File: src/rtl/slr_pkg.sv
// shared types and constants for the shear line resampler
// no dependencies; imported by every module of the block
package slr_pkg;

  localparam int unsigned LINE_MAX     = 4096;
  localparam int unsigned FRAC_BITS_DEF = 14;
  localparam int unsigned POS_W        = 12;
  localparam int unsigned LEN_W        = 13;
  localparam int unsigned CH_W         = 8;
  localparam int unsigned SHEAR_W      = 16;
  localparam int unsigned DIFF_W       = POS_W + 1;
  localparam int unsigned PROD_W       = SHEAR_W + DIFF_W;
  localparam int unsigned QUEUE_DEPTH  = 4;
  localparam int unsigned DATA_W       = 56;
  localparam int unsigned CFG_IDX_W    = 2;
  localparam int unsigned LEN_CAP      = (LINE_MAX < 4096) ? LINE_MAX : 4096;

  typedef enum logic [CFG_IDX_W-1:0] {
    CFG_SHEAR  = 2'd0,
    CFG_LENGTH = 2'd1,
    CFG_CENTER = 2'd2
  } cfg_idx_e;

  typedef struct packed {
    logic [CH_W-1:0] a;
    logic [CH_W-1:0] r;
    logic [CH_W-1:0] g;
    logic [CH_W-1:0] b;
  } pixel_t;

  // one classified pixel on its way from front to back
  typedef struct packed {
    logic [POS_W-1:0]         line;
    logic [POS_W-1:0]         pos;
    pixel_t                   pix;
    logic                     first;
    logic                     last;
    logic signed [PROD_W-1:0] prod;
  } item_t;

  typedef struct packed {
    logic [POS_W-1:0] line;
    logic [POS_W-1:0] dest;
    pixel_t           pix;
    logic             last;
  } result_t;

endpackage

File: src/rtl/slr_front.sv
// front end: accepts pixels, drops those beyond the line, flags line start
// and end, and forms the shear product for the line start; uses slr_pkg
module slr_front (
  input  logic                        s_valid_i,
  output logic                        s_ready_o,
  input  logic [slr_pkg::POS_W-1:0]   line_i,
  input  logic [slr_pkg::POS_W-1:0]   pos_i,
  input  slr_pkg::pixel_t             pix_i,
  input  logic signed [slr_pkg::SHEAR_W-1:0] shear_i,
  input  logic [slr_pkg::LEN_W-1:0]   len_i,
  input  logic [slr_pkg::POS_W-1:0]   center_i,
  output logic                        push_valid_o,
  input  logic                        push_ready_i,
  output slr_pkg::item_t              item_o
);
  import slr_pkg::*;

  logic                     keep;
  logic signed [DIFF_W-1:0] diff;

  assign keep = {1'b0, pos_i} < len_i;
  assign diff = signed'({1'b0, line_i}) - signed'({1'b0, center_i});

  assign s_ready_o    = push_ready_i;
  assign push_valid_o = s_valid_i && keep;

  always_comb begin
    item_o.line  = line_i;
    item_o.pos   = pos_i;
    item_o.pix   = pix_i;
    item_o.first = (pos_i == '0);
    item_o.last  = ({1'b0, pos_i} == (len_i - LEN_W'(1)));
    item_o.prod  = PROD_W'(shear_i) * PROD_W'(diff);
  end

endmodule

File: src/rtl/slr_queue.sv
// short fifo between front and back so each side stalls on its own
// uses slr_pkg for the item type and depth
module slr_queue (
  input  logic           clk_i,
  input  logic           rst_ni,
  input  logic           push_i,
  output logic           not_full_o,
  input  slr_pkg::item_t push_item_i,
  output logic           not_empty_o,
  input  logic           pop_i,
  output slr_pkg::item_t pop_item_o
);
  import slr_pkg::*;

  localparam int unsigned PTR_W = $clog2(QUEUE_DEPTH);

  item_t            mem_q [QUEUE_DEPTH];
  logic [PTR_W-1:0] wr_ptr_q, wr_ptr_d;
  logic [PTR_W-1:0] rd_ptr_q, rd_ptr_d;
  logic [PTR_W:0]   cnt_q, cnt_d;
  logic             do_push, do_pop;

  assign not_full_o  = cnt_q != (PTR_W+1)'(QUEUE_DEPTH);
  assign not_empty_o = cnt_q != '0;
  assign do_push     = push_i && not_full_o;
  assign do_pop      = pop_i && not_empty_o;
  assign pop_item_o  = mem_q[rd_ptr_q];

  always_comb begin
    wr_ptr_d = do_push ? wr_ptr_q + PTR_W'(1) : wr_ptr_q;
    rd_ptr_d = do_pop  ? rd_ptr_q + PTR_W'(1) : rd_ptr_q;
    cnt_d    = cnt_q;
    if (do_push && !do_pop) begin
      cnt_d = cnt_q + (PTR_W+1)'(1);
    end else if (do_pop && !do_push) begin
      cnt_d = cnt_q - (PTR_W+1)'(1);
    end
  end

  always_ff @(posedge clk_i or negedge rst_ni) begin
    if (!rst_ni) begin
      wr_ptr_q <= '0;
      rd_ptr_q <= '0;
      cnt_q    <= '0;
    end else begin
      wr_ptr_q <= wr_ptr_d;
      rd_ptr_q <= rd_ptr_d;
      cnt_q    <= cnt_d;
    end
  end

  always_ff @(posedge clk_i) begin
    if (do_push) begin
      mem_q[wr_ptr_q] <= push_item_i;
    end
  end

endmodule

File: src/rtl/slr_back.sv
// back end: holds line shift, fraction and previous pixel, blends pairs, and
// places, range-checks and drains results, one per ready cycle; uses slr_pkg
module slr_back #(
  parameter int unsigned FRAC_BITS = slr_pkg::FRAC_BITS_DEF
) (
  input  logic                      clk_i,
  input  logic                      rst_ni,
  input  logic                      q_valid_i,
  output logic                      q_pop_o,
  input  slr_pkg::item_t            item_i,
  input  logic [slr_pkg::LEN_W-1:0] len_i,
  output logic                      res_valid_o,
  input  logic                      res_ready_i,
  output slr_pkg::result_t          res_o
);
  import slr_pkg::*;

  localparam int unsigned SHIFT_W = PROD_W - FRAC_BITS;
  localparam int unsigned DEST_W  = ((SHIFT_W > LEN_W) ? SHIFT_W : LEN_W) + 2;
  localparam int unsigned MIX_W   = CH_W + FRAC_BITS + 2;

  pixel_t                    prev_q, prev_d;
  logic signed [SHIFT_W-1:0] shift_q, shift_d;
  logic [FRAC_BITS-1:0]      frac_q, frac_d;
  result_t                   slot0_q, slot0_d, slot1_q, slot1_d;
  logic                      v0_q, v0_d, v1_q, v1_d;

  logic signed [SHIFT_W-1:0] new_shift, shift_use;
  logic signed [DEST_W-1:0]  pos_x, len_x, dest_pair, dest_copy;
  logic [FRAC_BITS:0]        one_m_f;
  logic [CH_W-1:0]           mix_ch [3];
  pixel_t                    pair_pix;
  logic                      k0, k1, out_fire, load_ok, load;

  assign new_shift = item_i.prod[PROD_W-1:FRAC_BITS];
  assign shift_use = item_i.first ? new_shift : shift_q;
  assign pos_x     = DEST_W'(signed'({1'b0, item_i.pos}));
  assign len_x     = DEST_W'(signed'({1'b0, len_i}));
  assign dest_copy = pos_x + DEST_W'(shift_use);
  assign dest_pair = dest_copy - DEST_W'(1);
  assign one_m_f   = {1'b1, {FRAC_BITS{1'b0}}} - {1'b0, frac_q};

  // linear blend of the red, green and blue channels, truncated
  always_comb begin
    logic [CH_W-1:0]  pch [3];
    logic [CH_W-1:0]  cch [3];
    logic [MIX_W-1:0] mix;
    pch[0] = prev_q.b;      pch[1] = prev_q.g;      pch[2] = prev_q.r;
    cch[0] = item_i.pix.b;  cch[1] = item_i.pix.g;  cch[2] = item_i.pix.r;
    for (int k = 0; k < 3; k++) begin
      mix = MIX_W'(pch[k]) * MIX_W'(one_m_f) + MIX_W'(cch[k]) * MIX_W'(frac_q);
      mix_ch[k] = mix[FRAC_BITS +: CH_W];
    end
  end

  always_comb begin
    if (prev_q.a == '0 && item_i.pix.a == '0) begin
      pair_pix = '0;
    end else if (prev_q.a == '0) begin
      pair_pix = item_i.pix;
    end else if (item_i.pix.a == '0) begin
      pair_pix = prev_q;
    end else begin
      pair_pix.a = '1;
      pair_pix.r = mix_ch[2];
      pair_pix.g = mix_ch[1];
      pair_pix.b = mix_ch[0];
    end
  end

  assign k0 = !item_i.first && (dest_pair >= 0) && (dest_pair < len_x);
  assign k1 = item_i.last && (dest_copy >= 0) && (dest_copy < len_x);

  assign res_valid_o = v0_q || v1_q;
  assign res_o       = v0_q ? slot0_q : slot1_q;
  assign out_fire    = res_valid_o && res_ready_i;
  // take a new item when no result is buffered or only one is and it is leaving
  assign load_ok     = !res_valid_o || (out_fire && !(v0_q && v1_q));
  assign load        = q_valid_i && load_ok;
  assign q_pop_o     = load;

  always_comb begin
    prev_d  = prev_q;
    shift_d = shift_q;
    frac_d  = frac_q;
    slot0_d = slot0_q;
    slot1_d = slot1_q;
    v0_d    = v0_q;
    v1_d    = v1_q;
    if (out_fire) begin
      if (v0_q) begin
        v0_d = 1'b0;
      end else begin
        v1_d = 1'b0;
      end
    end
    if (load) begin
      prev_d       = item_i.pix;
      if (item_i.first) begin
        shift_d = new_shift;
        frac_d  = item_i.prod[FRAC_BITS-1:0];
      end
      slot0_d.line = item_i.line;
      slot0_d.dest = dest_pair[POS_W-1:0];
      slot0_d.pix  = pair_pix;
      slot0_d.last = !k1;
      slot1_d.line = item_i.line;
      slot1_d.dest = dest_copy[POS_W-1:0];
      slot1_d.pix  = item_i.pix;
      slot1_d.last = 1'b1;
      v0_d         = k0;
      v1_d         = k1;
    end
  end

  always_ff @(posedge clk_i or negedge rst_ni) begin
    if (!rst_ni) begin
      prev_q  <= '0;
      shift_q <= '0;
      frac_q  <= '0;
      v0_q    <= 1'b0;
      v1_q    <= 1'b0;
    end else begin
      prev_q  <= prev_d;
      shift_q <= shift_d;
      frac_q  <= frac_d;
      v0_q    <= v0_d;
      v1_q    <= v1_d;
    end
  end

  always_ff @(posedge clk_i) begin
    slot0_q <= slot0_d;
    slot1_q <= slot1_d;
  end

endmodule

File: src/rtl/shear_line_resampler_top.sv
// Shear line resampler: one shear pass of a three-shear rotation. Pixels of a
// line enter in position order, one per clock unless the queue is full; the
// pixel at position zero sets the line's integer shift and blend fraction.
// Each accepted pixel normally yields one result, the last of a line up to
// two, and results leave one per clock while the output is ready, so the
// sustained rate is one pixel per cycle except that a line end with a pair
// and a copy holds the next pixel until the pair leaves. Pixels pass the
// four-entry queue and result register. The user must write configuration
// through the cfg port only while the block is idle; it is not enforced.
// top level: config registers and slr_front/slr_queue/slr_back; uses slr_pkg
module shear_line_resampler_top #(
  parameter int unsigned FRAC_BITS = slr_pkg::FRAC_BITS_DEF
) (
  input  logic                          clk_i,
  input  logic                          rst_ni,
  input  logic                          s_axis_tvalid,
  output logic                          s_axis_tready,
  // line_index[11:0], position[23:12], alpha[31:24], red[39:32],
  // green[47:40], blue[55:48]
  input  logic [slr_pkg::DATA_W-1:0]    s_axis_tdata,
  output logic                          m_axis_tvalid,
  input  logic                          m_axis_tready,
  // out_line[11:0], dest_pos[23:12], out_alpha[31:24], out_red[39:32],
  // out_green[47:40], out_blue[55:48]
  output logic [slr_pkg::DATA_W-1:0]    m_axis_tdata,
  output logic                          m_axis_tlast,
  input  logic                          cfg_valid_i,
  output logic                          cfg_ready_o,
  input  logic [slr_pkg::CFG_IDX_W-1:0] cfg_index_i,
  input  logic [slr_pkg::SHEAR_W-1:0]   cfg_data_i
);
  import slr_pkg::*;

  logic signed [SHEAR_W-1:0] shear_q, shear_d;
  logic [LEN_W-1:0]          length_q, length_d;
  logic [POS_W-1:0]          center_q, center_d;
  logic [LEN_W-1:0]          len_eff;

  pixel_t  in_pix;
  item_t   push_item, pop_item;
  result_t res;
  logic    push_valid, q_not_full, q_not_empty, q_pop;

  assign cfg_ready_o = 1'b1;

  always_comb begin
    shear_d  = shear_q;
    length_d = length_q;
    center_d = center_q;
    if (cfg_valid_i) begin
      unique case (cfg_idx_e'(cfg_index_i))
        CFG_SHEAR:  shear_d  = cfg_data_i;
        CFG_LENGTH: length_d = cfg_data_i[LEN_W-1:0];
        CFG_CENTER: center_d = cfg_data_i[POS_W-1:0];
        default:    ;
      endcase
    end
  end

  always_ff @(posedge clk_i or negedge rst_ni) begin
    if (!rst_ni) begin
      shear_q  <= '0;
      length_q <= LEN_W'(4096);
      center_q <= '0;
    end else begin
      shear_q  <= shear_d;
      length_q <= length_d;
      center_q <= center_d;
    end
  end

  assign len_eff = (length_q > LEN_W'(LEN_CAP)) ? LEN_W'(LEN_CAP) : length_q;

  assign in_pix.a = s_axis_tdata[31:24];
  assign in_pix.r = s_axis_tdata[39:32];
  assign in_pix.g = s_axis_tdata[47:40];
  assign in_pix.b = s_axis_tdata[55:48];

  slr_front u_front (
    .s_valid_i    (s_axis_tvalid),
    .s_ready_o    (s_axis_tready),
    .line_i       (s_axis_tdata[11:0]),
    .pos_i        (s_axis_tdata[23:12]),
    .pix_i        (in_pix),
    .shear_i      (shear_q),
    .len_i        (len_eff),
    .center_i     (center_q),
    .push_valid_o (push_valid),
    .push_ready_i (q_not_full),
    .item_o       (push_item)
  );

  slr_queue u_queue (
    .clk_i       (clk_i),
    .rst_ni      (rst_ni),
    .push_i      (push_valid),
    .not_full_o  (q_not_full),
    .push_item_i (push_item),
    .not_empty_o (q_not_empty),
    .pop_i       (q_pop),
    .pop_item_o  (pop_item)
  );

  slr_back #(
    .FRAC_BITS (FRAC_BITS)
  ) u_back (
    .clk_i       (clk_i),
    .rst_ni      (rst_ni),
    .q_valid_i   (q_not_empty),
    .q_pop_o     (q_pop),
    .item_i      (pop_item),
    .len_i       (len_eff),
    .res_valid_o (m_axis_tvalid),
    .res_ready_i (m_axis_tready),
    .res_o       (res)
  );

  assign m_axis_tdata = {res.pix.b, res.pix.g, res.pix.r, res.pix.a, res.dest, res.line};
  assign m_axis_tlast = res.last;

endmodule
File: config.mk
export PLATFORM = sky130hd
export DESIGN_NAME = shear_line_resampler_top
export DESIGN_NICKNAME = d
export VERILOG_FILES = /design/src/rtl/slr_pkg.sv /design/src/rtl/slr_front.sv /design/src/rtl/slr_queue.sv /design/src/rtl/slr_back.sv /design/src/rtl/shear_line_resampler_top.sv
export SDC_FILE = /design/constraint.sdc
export NUM_CORES = 2
export LEC_CHECK = 0
export BUFFER_PORTS_ARGS = -buffer_cell sky130_fd_sc_hd__buf_2
export CORE_ASPECT_RATIO = 0.75
export CORE_UTILIZATION = 31
export CTS_CLUSTER_DIAMETER = 80
export DETAILED_ROUTE_END_ITERATION = 8
export SLEW_MARGIN = 5
export SYNTH_ARGS = -nofsm -noshare
export SYNTH_HDL_FRONTEND = slang
export SYNTH_SLANG_ARGS = --single-unit
File: constraint.sdc
create_clock -name clk_i -period 12.1 [get_ports clk_i]
set_clock_uncertainty 0.05 [all_clocks]
set_input_delay 1.21 -clock clk_i [delete_from_list [all_inputs] [get_ports clk_i]]
set_output_delay 1.21 -clock clk_i [all_outputs]
set_load 0.1 [all_outputs]
---- Word-level counts from Yosys, hierarchy flattened ----
Memory sizes are Yosys's and may differ from the RTL's.
Index checks and enable logic that the tools add are counted.
operators by class
  add/subtract/negate cells ............... 12
  $mul .................................... 7
  divide/modulo/power cells ............... 0
  magnitude comparators ................... 6
  equality and inequality tests ........... 5
  shifts and indexed selects .............. 0
  muxes and demuxes ....................... 14
  bitwise gates (word level) .............. 0
  reductions and logical operators ........ 34
operator list
  cell                                                                     count
  22-bit adder                                                             3
  8-bit by 14-bit multiplier with 22-bit output                            3
  8-bit by 15-bit multiplier with 22-bit output                            3
  32-bit 2-to-1 mux                                                        2
  45-bit 2-to-1 mux                                                        1
  16-bit by 13-bit multiplier with 29-bit output                           1
  17-bit by 1-bit >= comparator with 1-bit output (second input constant)  1
  17-bit by 14-bit less-than comparator with 1-bit output                  1
  16-bit by 2-bit subtractor with 17-bit output (second input constant)    1
  13-bit by 15-bit adder with 16-bit output                                1
  16-bit by 1-bit >= comparator with 1-bit output (second input constant)  1
  8-bit zero test                                                          2
  16-bit by 14-bit less-than comparator with 1-bit output                  1
  15-bit 2-to-1 mux                                                        1
  15-bit by 14-bit subtractor with 15-bit output (first input constant)    1
  1-bit logical AND                                                        14
  12-bit by 13-bit == test with 1-bit output                               1
  13-bit > comparator (second input constant)                              1
  12-bit by 13-bit less-than comparator with 1-bit output                  1
  13-bit 2-to-1 mux                                                        1
  12-bit by 12-bit subtractor with 13-bit output                           1
  13-bit by 1-bit subtractor with 13-bit output (second input constant)    1
  12-bit zero test                                                         1
  2-bit AND reduction                                                      5
  other kinds (14)                                                         29
storage, ports and cells
  bits in registers ....................... 212
  bits in latches ......................... 0
  memory bits (writable) .................. 348
  bits in read-only memories .............. 0
  input bits .............................. 79
  output and inout bits ................... 60
  logic and storage cells ................. 105
  memories kept ........................... 1
memories
  memory         words  width  rd ports  clocked after memory_dff  write ports  RTL line         RTL
  u_queue.mem_q  4      87     1         0                         1            slr_queue.sv:17  item_t mem_q [QUEUE_DEPTH];

---- Logic depth before layout (Yosys ltp) ----
  depth after elaboration ................. 9
  depth in mapped cells ................... 34
  gate-level depth less buffers ........... 33

---- Modules after synthesis ----
A second synthesis with hierarchy kept.
second synthesis, totals
  cells, all modules ...................... 4,716
  area total of the unflattened synthesis .. 53,526.3 um^2
modules (own cells, without submodules)
  module                    instances  cells an instance  area each (um^2)  seq. area each (um^2)
  slr_back                  1          3,056              29,647.2          4,609.4
  slr_queue                 1          490                12,953.7          10,625.2
  slr_front                 1          1,066              9,278.9           0.0
  shear_line_resampler_top  1          104                1,646.6           1,027.2

---- Least setup slack after synthesis ----
No wires, ideal clock.
  kind .................................... reg2reg
  from .................................... register length_q[2]
  to ...................................... memory u_queue.mem_q[0][0] (netlist bit) (enable)
  setup time .............................. 657 ps
  arrival time ............................ 9,610 ps
  required time ........................... 11,393 ps
  setup slack ............................. 1,782 ps
  cell stages (with the launch flop) ...... 18
  buffers on the path ..................... 1
  clock period less this slack ............ 10,318 ps
  path through ............................ dfrtp_1 -> clkbuf_1 -> nor4_1 -> nand2_1 -> nor4_1 -> nand2_1 -> o21ai_1 -> nand2_1 -> ha_1 -> nor2b_1 -> o21a_1 -> o21a_1 -> o21a_1 -> o21a_1 -> o21ai_0 -> a21oi_1 -> o21a_1 -> nor3b_1
on the way
  word-level cells in the longest chain between the ends .. 7
ends and longest elaborated chain
  what                                                         RTL line                        RTL
  start, declared                                              shear_line_resampler_top.sv:35  logic [LEN_W-1:0] length_q, length_d;
  start signal, assigned                                       shear_line_resampler_top.sv:67  length_q <= length_d;
  13-bit > comparator                                          shear_line_resampler_top.sv:72  assign len_eff = (length_q > LEN_W'(LEN_CAP)) ? LEN_W'(LEN_CAP) : length_q;
  13-bit 2-to-1 mux (*)                                        shear_line_resampler_top.sv:72
  12-bit by 13-bit less-than comparator with 1-bit output (*)  slr_front.sv:21                 assign keep = {1'b0, pos_i} < len_i;
  1-bit logical AND (*)                                        slr_front.sv:25                 assign push_valid_o = s_valid_i && keep;
  1-bit logical AND (*)                                        slr_queue.sv:25                 assign do_push = push_i && not_full_o;
  1-bit 2-to-1 mux (*)                                         slr_queue.sv:53                 if (do_push) begin
  1-bit 2-to-1 mux (not written as such) (*)                   slr_queue.sv:54                 mem_q[wr_ptr_q] <= push_item_i;
  end, declared                                                slr_queue.sv:17
Mark *: on every way between the ends. The rest lies on a longest branch, timed or not.

==> results.cfg <==
[outcome]
outcome = finished clean

[die]
initial_core_util_pct = 31.3
core_area_sq_um = 168000
die_y_um = 359
io-pin-count = 139
fp.dieW_um = 478
rows = 130
die_area_sq_um = 171000

[clock_network]
cts_hold_buf = 0
cts_setup_buffers = 0
cts-buffers-inserted = 67
h-tree-depth = 3
cts_sinks = 560
clk_path_buf_depth = 3
clkLatencyLatePin_ns = 0.63
cts_tree = built
cts.repair.resized = 0
clk_pin_slew_ns = 0.05
ctsRootBufferMaster = clkbuf_16

[setup_path]
end_kind = flop
worstPathRequired_ns = 12.41
cpPeakStageDelay_ns = 0.50
critical_path_class = input port to flop
start_kind = input port
critPathMaxFanout = 17
critPathArrivalTime_ns = 9.09
path_common_cell = fa_1
cp_slowest_cell = fa_1

[grt]
track_usage_pct = 16.1
grt_pass1_vias = 36000
grt_first_pass_wirelength_um = 214000
grt_max_degree = 72
overflow = 0
antenna_found_initial = 22

[layout]
drive_above_1_share_pct = 12.8
fillers = 16500
syn_to_final_growth_pct = 10.4
layout.nets = 5845

[yosys]
synth-edff-count = 449
syn_avg_cell_area_sq_um = 11.3
yosys_warnings = 0
synth_top_area_share_pct = 28.6
synth_top_area_cell = fa_1
ys_top_cells_by_area = fa_1, edfxtp_1, ha_1, inv_1, dfrtp_1
yosys-top-cells-count = inv_1, fa_1, nand2_1
synthFlopType = edfxtp_1
synthArstFlopShare_pct = 19.8
synth_area_sq_um = 52600
synth-seq-cells = 560
ys_types = 82
synth-seq-area-share_pct = 30.9
yosysMostFrequentCell = inv_1
synthCells = 4637
syn-num-nets = 5805

[flow_run]
maxCapViolCount = 0

[placement]
place.gp.congestion = 0.849
dpl.hpwl_um = 96300
io_buffers = 137

[sta]
min_period_ns = 8.78
tightest_slew_ns = 1.17
slew_violations = 0
max_freq_mhz = 114
finalHoldViolations = 0
post-route-period-util_pct = 72.6
slew-limit-headroom_pct = 22.1
setup_violations = 0
rsz0062_at_grt = false
fin_setup_tns_ns = 0

[drt]
routed_wl_um = 134000
drtAntennaViolNets = 0
wl_per_cell_um = 19.2
dr.pass1.iters = 5
drtIter0Drc = 2492
vias = 33400
viasPerCell = 4.79
route.detailed.drc = 0

[hold_path]
min-delay-path-class = flop to flop
state kept, by name, summed over array words and instances, names as in the netlist:
register,cells
center_q,12
length_q,13
shear_q,16
u_back.frac_q,14
u_back.prev_q,32
u_back.shift_q,15
u_back.slot0_q,57
u_back.slot1_q,44
u_back.v0_q,1
u_back.v1_q,1
u_queue.cnt_q,3
u_queue.mem_q,348
u_queue.rd_ptr_q,2
u_queue.wr_ptr_q,2
cell families (layout without fill, tap and decap cells):
family	Yosys count	count (layout)	share of synthesized area [%]
adder cells (fa/ha/maj)	1089	1089	36.6
flip-flops	560	560	30.9
buffers and inverters	1083	1174	7.92
multiplexers	265	265	7.49
AO/OA/AOI/OAI	291	291	3.72
AND/OR/NAND/NOR	1227	1227	11.3
other	1	2	0.00713
XOR/XNOR	121	121	2.04
critical path: cells and delay by family:
kind / cells / cell delay [ns]
buffers and inverters: 6 / 0.59
AOI/OAI and AO/OA: 14 / 3.03
adders and majority gates: 9 / 3.53
and+or+nand+nor: 3 / 0.60
xor gates and xnor gates: 1 / 0.13
metrics by stage:
| step | worst slack, ns | utilization [%] | instances | instance area (sq um) | hold WS, ns |
|---|---|---|---|---|---|
| finish | 3.32 | 34.6 | 6973 | 58100 | 0.448 |
| global route | 2.72 | 34.6 | 6972 | 58100 | 0.461 |
| CTS | 3.39 | 34.6 | 6972 | 58100 | 0.449 |
| detailed placement | 2.75 | 33.2 | 6852 | 55900 | 0.439 |
| global placement | 2.80 | 33.2 | 6852 | 55900 | 0.431 |
| floorplan | 1.78 | - | 4637 | 52600 | 0.414 |
path summary, 6_finish.rpt:
path / from / to / slack, ns / cells past startpoint
worst max-delay path: s_axis_tdata[0] / u_queue.mem_q[1][27] / 3.32 / 33
worst min-delay path: u_queue.cnt_q[2] / u_queue.cnt_q[2] / 0.45 / 1
min in group asynchronous: rst_ni / u_back.prev_q[21] / 0.52 / 1
worst max register to register: u_back.frac_q[4] / u_back.slot0_q[8] / 3.57 / 25
max in group asynchronous: rst_ni / u_queue.rd_ptr_q[1] / 10.00 / 2
worst min register to register: u_queue.cnt_q[2] / u_queue.cnt_q[2] / 0.45 / 1
cell type report:
cell class,count,area [sq um],share of cell area [%]
Antenna cell,1,2.50,0.00431
Clock buffer,86,1800,3.10
Clock inverter,34,422,0.726
Inverter,849,3190,5.49
Multi-Input combinational cell,2994,32400,55.8
Sequential cell,560,16300,28.0
Tap cell,2244,2810,4.83
Timing Repair Buffer,205,1200,2.07
cells in the final DEF, fill, tap and decap left out, types with 7 or more instances in the layout:
| master | instances |
|---|---|
| a21oi_1 | 63 |
| mux2i_1 | 18 |
| clkbuf_16 | 67 |
| ha_1 | 338 |
| nor3_1 | 22 |
| o21bai_1 | 11 |
| buf_2 | 136 |
| inv_6 | 8 |
| fa_1 | 751 |
| o21ai_0 | 41 |
| xnor2_1 | 75 |
| inv_1 | 847 |
| o21ai_1 | 28 |
| mux2_2 | 160 |
| nor2b_1 | 28 |
| nand4_1 | 7 |
| buf_4 | 68 |
| edfxtp_1 | 449 |
| o211ai_1 | 8 |
| mux4_2 | 87 |
| nand2b_1 | 40 |
| a211oi_1 | 13 |
| or3_1 | 9 |
| dfrtp_1 | 107 |
| a21o_1 | 28 |
| clkbuf_1 | 14 |
| nor2_1 | 91 |
| and3_1 | 14 |
| nor4_1 | 20 |
| nand3_1 | 27 |
| xor2_1 | 31 |
| o21a_1 | 25 |
| nand2_1 | 599 |
| and2_1 | 336 |
metal layers:
layer  GRT usage (%)  share of wire [%]  vias to the layer above  wire, um
li1                -                  -                    14800         -
met1            23.0                 46                    17300     61200
met2            24.6                 44                     1050     58500
met3            3.20                7.3                      212      9770
met4            4.98                3.2                       26      4250
met5               0               0.13                        -       172
Power is left out: the tool's default activity adds up to more than one toggle a clock period on the data nets, which glitch-free logic cannot reach.
